<file path="src/rtl/rfmmm_pkg.sv">
// ----------------------------------------------------------------------------
// rfmmm_pkg - shared types and constants
// Sizes, status codes and sequencer states for the ring FIFO with stats.
// ----------------------------------------------------------------------------
package rfmmm_pkg;

  localparam int SLOTS   = 16;                 // ring slots, one kept unused
  localparam int IDX_W   = $clog2(SLOTS);      // slot index width
  localparam int DATA_W  = 32;                 // entry width
  localparam int CNT_W   = 4;                  // held entry count width
  localparam int SUM_W   = DATA_W + CNT_W;     // running sum, no overflow
  localparam int FRAC_W  = 8;                  // mean fraction bits
  localparam int DIVD_W  = SUM_W - 1 + FRAC_W; // dividend magnitude width
  localparam int MEAN_W  = 40;                 // mean result width
  localparam int STEP_W  = $clog2(DIVD_W + 1); // divider step counter width
  localparam int TDATA_W = ((DATA_W * 4 + CNT_W + MEAN_W - DATA_W + 7) / 8) * 8;

  localparam logic REQ_PUSH = 1'b0;
  localparam logic REQ_POP  = 1'b1;

  typedef enum logic [1:0] {
    STAT_DONE  = 2'd0,
    STAT_FULL  = 2'd1,
    STAT_EMPTY = 2'd2
  } status_t;

  typedef enum logic [2:0] {
    ST_IDLE,
    ST_UPDATE,
    ST_LOAD,
    ST_WALK,
    ST_PREP,
    ST_DIV,
    ST_DONE
  } state_t;

  // next slot round the ring
  function automatic logic [IDX_W-1:0] next_slot(input logic [IDX_W-1:0] i);
    logic [IDX_W-1:0] r;
    if (i == IDX_W'(SLOTS - 1)) r = '0;
    else                        r = i + 1'b1;
    return r;
  endfunction

endpackage

</file>
<file path="src/rtl/ring_fifo_with_min_max_mean_core.sv">
// ----------------------------------------------------------------------------
// ring_fifo_with_min_max_mean_core
// Ring FIFO of signed 32-bit values reporting count, max, min and Q.8 mean.
// ----------------------------------------------------------------------------
// Each input beat passes through update, load, a walk over the entries held after the request
// (up to 15), prep, the serial restoring divider and done, then the output register.
// One beat is handled at a time: the next is taken only once the result has been
// loaded into the output register. The entry walk, one store read at a time, and
// the serial divider set the pace.
// Reset (rst_n low, synchronous): head and tail to the last slot (empty), sequencer idle,
// no result pending. Store contents are not cleared.
module ring_fifo_with_min_max_mean_core (
  input  logic                             clk,
  input  logic                             rst_n,
  // input channel
  input  logic                             in_tvalid,
  output logic                             in_tready,
  input  logic [rfmmm_pkg::DATA_W-1:0]     in_tdata,  // [31:0] push_value
  input  logic [0:0]                       in_tuser,  // [0] req_type
  // result channel
  output logic                             out_tvalid,
  input  logic                             out_tready,
  // [31:0] popped_value, [35:32] entry_count, [67:36] largest_entry,
  // [99:68] smallest_entry, [139:100] mean_q8, [143:140] zero
  output logic [rfmmm_pkg::TDATA_W-1:0]    out_tdata,
  output logic [1:0]                       out_tuser  // [1:0] status
);

  localparam int DW = rfmmm_pkg::DATA_W;
  localparam int IW = rfmmm_pkg::IDX_W;
  localparam int CW = rfmmm_pkg::CNT_W;
  localparam int SW = rfmmm_pkg::SUM_W;
  localparam int QW = rfmmm_pkg::DIVD_W;
  localparam int MW = rfmmm_pkg::MEAN_W;
  localparam int PAD_W = rfmmm_pkg::TDATA_W - (3 * DW + CW + MW);

  rfmmm_pkg::state_t state_r, state_nxt;

  // slot store, single write port, registered read
  logic [DW-1:0] mem [rfmmm_pkg::SLOTS];
  logic [DW-1:0] rd_data_r;
  logic [IW-1:0] rd_addr;
  logic          wr_en;

  logic [IW-1:0] head_r, tail_r;
  logic          req_r;
  logic [DW-1:0] value_r;
  rfmmm_pkg::status_t status_r;
  logic [DW-1:0] popped_r;
  logic [CW-1:0] count_r;

  // walk
  logic [IW-1:0] walk_idx_r;
  logic [CW-1:0] iss_r;
  logic          pend_r;
  logic signed [DW-1:0] max_r, min_r;
  logic signed [SW-1:0] sum_r;

  // divider
  logic [QW-1:0] quo_r;
  logic [CW-1:0] rem_r;
  logic [rfmmm_pkg::STEP_W-1:0] step_r;
  logic          neg_r;
  logic [CW:0]   trial;
  logic          trial_ge;

  // output register
  logic          out_valid_r;
  logic [rfmmm_pkg::TDATA_W-1:0] out_data_r;
  rfmmm_pkg::status_t out_stat_r;

  logic          in_fire, out_load, walk_issue, walk_end, div_end;
  logic          full_now, empty_now;
  logic [IW:0]   held;
  logic signed [DW-1:0] rd_s;
  logic [SW-1:0] sum_mag;
  logic [MW-1:0] mean_val;

  assign in_fire   = in_tvalid && in_tready;
  assign full_now  = rfmmm_pkg::next_slot(tail_r) == head_r;
  assign empty_now = tail_r == head_r;
  assign held      = (tail_r >= head_r) ? {1'b0, tail_r} - {1'b0, head_r}
                                        : {1'b0, tail_r} + (IW+1)'(rfmmm_pkg::SLOTS)
                                          - {1'b0, head_r};
  assign walk_issue = iss_r != count_r;
  assign walk_end   = !walk_issue && !pend_r;
  assign div_end    = step_r == rfmmm_pkg::STEP_W'(QW);
  assign rd_s       = rd_data_r;
  assign sum_mag    = sum_r[SW-1] ? SW'(-sum_r) : SW'(sum_r);
  assign trial      = {rem_r, quo_r[QW-1]};
  assign trial_ge   = trial >= {1'b0, count_r};
  assign mean_val   = neg_r ? MW'(-quo_r[MW-1:0]) : quo_r[MW-1:0];

  // next state
  always_comb begin
    state_nxt = state_r;
    unique case (state_r)
      rfmmm_pkg::ST_IDLE:   if (in_fire) state_nxt = rfmmm_pkg::ST_UPDATE;
      rfmmm_pkg::ST_UPDATE: state_nxt = rfmmm_pkg::ST_LOAD;
      rfmmm_pkg::ST_LOAD:   state_nxt = rfmmm_pkg::ST_WALK;
      rfmmm_pkg::ST_WALK:   if (walk_end) state_nxt = rfmmm_pkg::ST_PREP;
      rfmmm_pkg::ST_PREP:   state_nxt = rfmmm_pkg::ST_DIV;
      rfmmm_pkg::ST_DIV:    if (div_end) state_nxt = rfmmm_pkg::ST_DONE;
      rfmmm_pkg::ST_DONE:   if (out_load) state_nxt = rfmmm_pkg::ST_IDLE;
      default:              state_nxt = rfmmm_pkg::ST_IDLE;
    endcase
  end

  // control outputs
  always_comb begin
    in_tready = 1'b0;
    wr_en     = 1'b0;
    rd_addr   = walk_idx_r;
    out_load  = 1'b0;
    unique case (state_r)
      rfmmm_pkg::ST_IDLE:   in_tready = 1'b1;
      rfmmm_pkg::ST_UPDATE: begin
        wr_en   = (req_r == rfmmm_pkg::REQ_PUSH) && !full_now;
        rd_addr = rfmmm_pkg::next_slot(head_r);
      end
      rfmmm_pkg::ST_DONE:   out_load = !out_valid_r || out_tready;
      default: ;
    endcase
  end

  // store
  always_ff @(posedge clk) begin
    if (wr_en) mem[rfmmm_pkg::next_slot(tail_r)] <= value_r;
    rd_data_r <= mem[rd_addr];
  end

  // control registers
  always_ff @(posedge clk) begin
    if (!rst_n) begin
      state_r     <= rfmmm_pkg::ST_IDLE;
      head_r      <= IW'(rfmmm_pkg::SLOTS - 1);
      tail_r      <= IW'(rfmmm_pkg::SLOTS - 1);
      out_valid_r <= 1'b0;
    end else begin
      state_r <= state_nxt;
      if (state_r == rfmmm_pkg::ST_UPDATE) begin
        if (req_r == rfmmm_pkg::REQ_PUSH) begin
          if (!full_now) tail_r <= rfmmm_pkg::next_slot(tail_r);
        end else if (!empty_now) begin
          head_r <= rfmmm_pkg::next_slot(head_r);
        end
      end
      if (out_load)        out_valid_r <= 1'b1;
      else if (out_tready) out_valid_r <= 1'b0;
    end
  end

  // datapath
  always_ff @(posedge clk) begin
    if (in_fire) begin
      req_r   <= in_tuser[0];
      value_r <= in_tdata;
    end
    unique case (state_r)
      rfmmm_pkg::ST_UPDATE: begin
        popped_r <= '1;
        if (req_r == rfmmm_pkg::REQ_PUSH)
          status_r <= full_now ? rfmmm_pkg::STAT_FULL : rfmmm_pkg::STAT_DONE;
        else
          status_r <= empty_now ? rfmmm_pkg::STAT_EMPTY : rfmmm_pkg::STAT_DONE;
      end
      rfmmm_pkg::ST_LOAD: begin
        // pop read issued last cycle lands now
        if (req_r == rfmmm_pkg::REQ_POP && status_r == rfmmm_pkg::STAT_DONE)
          popped_r <= rd_data_r;
        count_r    <= held[CW-1:0];
        walk_idx_r <= rfmmm_pkg::next_slot(head_r);
        iss_r      <= '0;
        pend_r     <= 1'b0;
        max_r      <= {1'b1, {(DW-1){1'b0}}};
        min_r      <= {1'b0, {(DW-1){1'b1}}};
        sum_r      <= '0;
      end
      rfmmm_pkg::ST_WALK: begin
        pend_r <= walk_issue;
        if (walk_issue) begin
          iss_r      <= iss_r + 1'b1;
          walk_idx_r <= rfmmm_pkg::next_slot(walk_idx_r);
        end
        if (pend_r) begin
          sum_r <= sum_r + SW'(rd_s);
          if (rd_s > max_r) max_r <= rd_s;
          if (rd_s < min_r) min_r <= rd_s;
        end
      end
      rfmmm_pkg::ST_PREP: begin
        neg_r  <= sum_r[SW-1];
        quo_r  <= {sum_mag[SW-2:0], {rfmmm_pkg::FRAC_W{1'b0}}};
        rem_r  <= '0;
        step_r <= '0;
      end
      rfmmm_pkg::ST_DIV: begin
        // restoring division, one quotient bit a cycle
        if (!div_end) begin
          step_r <= step_r + 1'b1;
          quo_r  <= {quo_r[QW-2:0], trial_ge};
          rem_r  <= trial_ge ? CW'(trial - {1'b0, count_r}) : trial[CW-1:0];
        end
      end
      default: ;
    endcase
    if (out_load) begin
      out_stat_r <= status_r;
      if (count_r == '0)
        out_data_r <= {{PAD_W{1'b0}}, {MW{1'b0}}, {DW{1'b1}}, {DW{1'b1}},
                       count_r, popped_r};
      else
        out_data_r <= {{PAD_W{1'b0}}, mean_val, min_r, max_r, count_r, popped_r};
    end
  end

  assign out_tvalid = out_valid_r;
  assign out_tdata  = out_data_r;
  assign out_tuser  = out_stat_r;

endmodule
</file>
<file path="config.mk">
export PLATFORM = sky130hd
export DESIGN_NAME = ring_fifo_with_min_max_mean_core
export DESIGN_NICKNAME = d
export VERILOG_FILES = /design/src/rtl/rfmmm_pkg.sv /design/src/rtl/ring_fifo_with_min_max_mean_core.sv
export SDC_FILE = /design/constraint.sdc
export NUM_CORES = 1
export LEC_CHECK = 0
export BUFFER_PORTS_ARGS = -buffer_cell sky130_fd_sc_hd__buf_2
export CAP_MARGIN = 10
export CORE_MARGIN = 1
export CORE_UTILIZATION = 45
export CTS_CLUSTER_SIZE = 25
export DETAILED_ROUTE_END_ITERATION = 8
export SETUP_SLACK_MARGIN = 0.1
export SLEW_MARGIN = 20
export SYNTH_ARGS = -nofsm -noshare
export SYNTH_HDL_FRONTEND = slang
export SYNTH_SLANG_ARGS = --single-unit
export TNS_END_PERCENT = 50
</file>
<file path="constraint.sdc">
create_clock -name clk -period 36.7 [get_ports clk]
set_clock_uncertainty 0.1 [all_clocks]
set_input_delay 3.67 -clock clk [delete_from_list [all_inputs] [get_ports clk]]
set_output_delay 3.67 -clock clk [all_outputs]
set_load 0.01 [all_outputs]
</file>
* Word-level counts from Yosys, hierarchy flattened *
Memories as Yosys holds them, arrays and structs flattened. A register that Yosys moved wholly into a read port is not among the register bits.
Index checks and enable logic that the tools add are counted.

cells by class
  reductions and logical operators = 25
  equal/unequal tests = 23
  multipliers = 0
  shifts and indexed selects = 0
  bitwise logic cells = 3
  $lt $le $gt $ge = 4
  div/mod/pow operators = 0
  add/subtract/negate cells = 12
  multiplexer cells = 45

operators by type and width
  kind                                                           count
  32-bit case mux with 2 select lines                            3
  32-bit 2-to-1 mux                                              5
  43-bit case mux with 2 select lines                            1
  36-bit case mux with 2 select lines                            1
  43-bit 2-to-1 mux                                              1
  4-bit 2-to-1 mux                                               10
  40-bit 2-to-1 mux                                              1
  40-bit negator                                                 1
  36-bit by 32-bit adder with 36-bit output                      1
  36-bit 2-to-1 mux                                              1
  35-bit 2-to-1 mux                                              1
  35-bit negator                                                 1
  32-bit > comparator                                            1
  32-bit less-than comparator                                    1
  4-bit case mux with 2 select lines                             3
  3-bit case mux with 7 select lines                             1
  4-bit by 1-bit adder with 4-bit output, second input constant  5
  2-bit inequality test, second input constant                   10
  4-bit equality test, second input constant                     3
  3-bit 2-to-1 mux                                               4
  6-bit case mux with 2 select lines                             1
  3-bit AND reduction                                            4
  4-bit subtractor                                               3
  3-bit equality test, second input constant                     3
  other kinds (22)                                               46

word-level totals
  latch bits = 0
  RAM bits = 512
  register bits after elaboration = 392
  memories = 1
  ROM bits = 0
  input bits = 37

memories
  name  words  width  rd ports  clocked after memory_dff  wr ports  RTL line                                RTL
  mem   16     32     1         1                         1         ring_fifo_with_min_max_mean_core.sv:40  logic [DW-1:0] mem [rfmmm_pkg::SLOTS];

* Longest topological paths before layout *
  depth after elaboration = 8
  gate-level depth with buffers = 10
  mapped depth without buffers = 9

* Least setup slack after synthesis *
Ideal clock, no wire load.

  kind = input-to-reg
  start = input out_tready
  end = register out_data_r, in the netlist out_tdata[0], enable pin
  cell stages on the path = 2
  setup slack = 22.444 ns
  required time = 35.782 ns
  buffers on the path = 0
  arrival time = 13.337 ns
  cell sequence = nor2b_1 nor3_1

between the ends
  longest elaborated chain between the ends = 2

RTL lines
  item                  RTL line                                 RTL
  from (decl)           ring_fifo_with_min_max_mean_core.sv:22   input logic out_tready,
  1-bit logical OR      ring_fifo_with_min_max_mean_core.sv:121  rfmmm_pkg::ST_DONE: out_load = !out_valid_r || out_tready;
  1-bit 2-to-1 mux      ring_fifo_with_min_max_mean_core.sv:115  unique case (state_r)
  net out_load          ring_fifo_with_min_max_mean_core.sv:72   logic in_fire, out_load, walk_issue, walk_end, div_end;
  to (signal assigned)  ring_fifo_with_min_max_mean_core.sv:210  out_data_r <= {{PAD_W{1'b0}}, {MW{1'b0}}, {DW{1'b1}}, {DW{1'b1}},
  to (signal assigned)  ring_fifo_with_min_max_mean_core.sv:213  out_data_r <= {{PAD_W{1'b0}}, mean_val, min_r, max_r, count_r, popped_r};
  to (decl)             ring_fifo_with_min_max_mean_core.sv:69   logic [rfmmm_pkg::TDATA_W-1:0] out_data_r;

The timed path passes the listed nets, and every way through them passes these cells.
A chain may end at the register's enable or synchronous reset.

* Worst setup path after layout *
  start = register state_r[0]
  end = output in_tready

between the ends
  longest elaborated chain between the ends = 2

RTL lines
  item                    RTL line                                 RTL
  from (decl)             ring_fifo_with_min_max_mean_core.sv:37   rfmmm_pkg::state_t state_r, state_nxt;
  from (signal assigned)  ring_fifo_with_min_max_mean_core.sv:135  state_r <= rfmmm_pkg::ST_IDLE;
  from (signal assigned)  ring_fifo_with_min_max_mean_core.sv:140  state_r <= state_nxt;
  3-bit logical NOT       ring_fifo_with_min_max_mean_core.sv:115
  1-bit 2-to-1 mux        ring_fifo_with_min_max_mean_core.sv:115
  to (decl)               ring_fifo_with_min_max_mean_core.sv:17   output logic in_tready,

No other way between the ends.

==> impl_metrics.ini <==
[timing]
setup_viol = 0
worst_pin_slew_ns = 1.04
hold_viol = 0
setup_tns_ns = 0
slew_violations = 0
period_share_pct = 16.2
slew_headroom_pct = 30.5
layout_min_cycle_time_ns = 5.96
rsz0062_at_grt = no
fmax_ghz = 0.168

[yosys]
syn_area_um2 = 40600
ys_types = 59
netlist.area_leader.share_pct = 65.7
postSynthAreaPerCell_um2 = 13.5
synth_top_cell_by_area = edfxtp_1
async_flop_share_pct = 0
seq_area_frac_synth_pct = 67.9
synthTopCellsByArea = edfxtp_1, a211oi_1, ha_1
yosysWarnings = 0
synth_edf_count = 888
synth-seq-cells = 932
syn_inst = 3013
ys_dominant_reg_cell = edfxtp_1

[worst_setup_path]
required_ns = 32.93
cp-start-kind = flop
worst-path-buf-inv = 1
reg2reg_depth = 11
path_depth = 2
crit_chain = nor3_1 -> buf_2
cp_data_arrival_time_ns = 2.19
cp-end-kind = output port
cp_max_fo = 47
crit_start = state_r[0]$_SDFFE_PN0P_
path_class = reg -> out
regToRegSetupSlack_ns = 31.57
cp_slowest_stage_delay_ns = 0.71
worstReg2RegStart = state_r[0]$_SDFFE_PN0P_
rr_endpoint = rd_data_r[19]$_DFF_P_
crit_slowest_cell = nor3_1
crit_family = simple AND/OR/NAND/NOR gates
critPathCapture = in_tready

[routing]
vias_per_cell = 5.57
drc_errors = 0
first_pass_iters = 5
dr_total_vias = 24651
wire_per_inst_um = 21.9
drtIter0Drc = 1898
detail-route-antenna-nets = 0
wl_um = 97200

[job]
drv_cap = 0

[clocking]
clockRootBuffer = clkbuf_16
htree_levels = 3
ctsResizeCount = 0
cts_inserted_buffers = 99
cts.sinks = 932
clockBufferDepth = 3
cts_hold_buf = 0
clkTransAtPathRegs_ns = 0.06
clock_latency_ns = 0.69
cts_tree = done
cts_setup_buffers = 0

[placed_design]
io_buffers = 180
place_area_um2 = 42800
dp_hpwl_um = 59100
globalplace.congestion = 0.898

[cells_and_area]
layout_common_cells = edfxtp_1, a211oi_1, nand2_1
fin_nets = 3333
register_area_um2 = 27500
final_area_um2 = 46200
areaGrowthSynthToFinish_pct = 13.8
multiInputGateArea_um2 = 12200
drive_gt1_share_pct = 15.2
n_fill_cell = 7491
final_common_cell = edfxtp_1

[global_route]
grt_pass1_wl_um = 146000
grt_max_degree = 105
grt_antenna_before_repair = 3
overflow = 0
grt.total_usage_pct = 21.2
grt_pass1_vias = 24406

[die]
rows = 109
die_w_um = 302
initial_core_util_pct = 45.6
coreArea_um2 = 88900
fp.dieArea_um2 = 91400
fp.dieH_um = 302
io_pins = 185

[hold_path]
min-delay-start = popped_r[19]$_SDFFCE_PN1P_
hp-class = reg -> reg

[power_and_ir_drop]
power.leakage_nw = 16.3
vdd_drop_max_mv = 0.0432
fin_total_pwr_mw = 2.84
power.density_nw_per_um2 = 61.4

[status]
status = complete, no violations
worst min path at each step:
| stage | slack, ns | end | depth (start not counted) |
|---|---|---|---|
| floorplan | 0.30 | out_tdata[0]$_DFFE_PP_ | 0 |
| global placement | 0.31 | out_tdata[31]$_DFFE_PP_ | 0 |
| detailed placement | 0.31 | out_tdata[8]$_DFFE_PP_ | 0 |
| CTS | 0.32 | out_tdata[5]$_DFFE_PP_ | 0 |
| global route | 0.33 | out_tdata[23]$_DFFE_PP_ | 0 |
| finish | 0.32 | out_tdata[19]$_DFFE_PP_ | 0 |
state kept, by name, summed over array words and instances, names as in the netlist, 2 cells and up:
register,cells
walk_idx_r,4
rd_data_r,32
status_r,2
out_tdata,140
min_r,32
tail_r,4
count_r,4
head_r,4
quo_r,43
mem,512
sum_r,36
step_r,6
out_tuser,2
value_r,32
rem_r,4
max_r,32
popped_r,32
iss_r,4
state_r,3
metal layers:
| metal | share of wire (%) | up-vias | global-route usage [%] |
|---|---|---|---|
| li1 | - | 11663 | - |
| met1 | 43 | 12227 | 27.4 |
| met2 | 50 | 616 | 36.8 |
| met3 | 4.8 | 145 | 2.66 |
| met4 | 2.7 | 0 | 7.09 |
| met5 | 0 | - | 0 |
layout make-up:
type,instances,share of cell area (%)
tap,1165,3.16
antenna,1,0.00542
multi-input combinational,1822,26.3
sequential,932,59.6
inverter,93,0.756
clock buffer,130,5.86
timing repair buffer,229,2.83
clock inverter,57,1.44
Yosys cell counts, types with 9 or more instances:
| library cell | number |
|---|---|
| edfxtp_1 | 888 |
| a211oi_1 | 238 |
| nand2_1 | 228 |
| a21oi_1 | 148 |
| clkbuf_1 | 143 |
| nor2_1 | 140 |
| ha_1 | 116 |
| inv_1 | 93 |
| and2_1 | 92 |
| xor2_1 | 92 |
| o21ai_0 | 84 |
| a31oi_1 | 76 |
| mux2i_1 | 75 |
| nor2b_1 | 73 |
| or2_2 | 69 |
| or3_1 | 52 |
| dfxtp_1 | 44 |
| nand2b_1 | 40 |
| and3_1 | 36 |
| o31ai_1 | 30 |
| a21o_1 | 29 |
| nand4_1 | 26 |
| xnor2_1 | 26 |
| nand3_1 | 25 |
| nor3_1 | 17 |
| buf_1 | 11 |
| buf_2 | 11 |
| nor3b_1 | 9 |
per-stage QoR:
step / setup slack (ns) / cells / utilization [%] / hold slack (ns)
after floorplan: 22.44 / 3016 / - / 0.300
after global placement: 31.13 / 4238 / 48.1 / 0.305
after detailed placement: 31.09 / 4238 / 48.1 / 0.307
after CTS: 30.73 / 4425 / 51.9 / 0.321
after global routing: 30.67 / 4429 / 51.9 / 0.325
final: 30.74 / 4429 / 51.9 / 0.320
report_power, final:
part	internal (mW)	leakage, nW	switching [mW]
clock network	0.595	1.64	0.421
logic	0.189	6.43	0.310
registers	1.23	8.28	0.0967
total	2.01	16.3	0.828
cells by family after synthesis:
group / share of synthesized area, %
compound gates: 10.7
xor+xnor: 2.55
mux: 1.88
simple gates: 10.8
flops: 67.9
other cells: 0.00924
fa+ha+maj: 3.72
buf+inv: 2.49
Power figures use the tool's default switching activity.
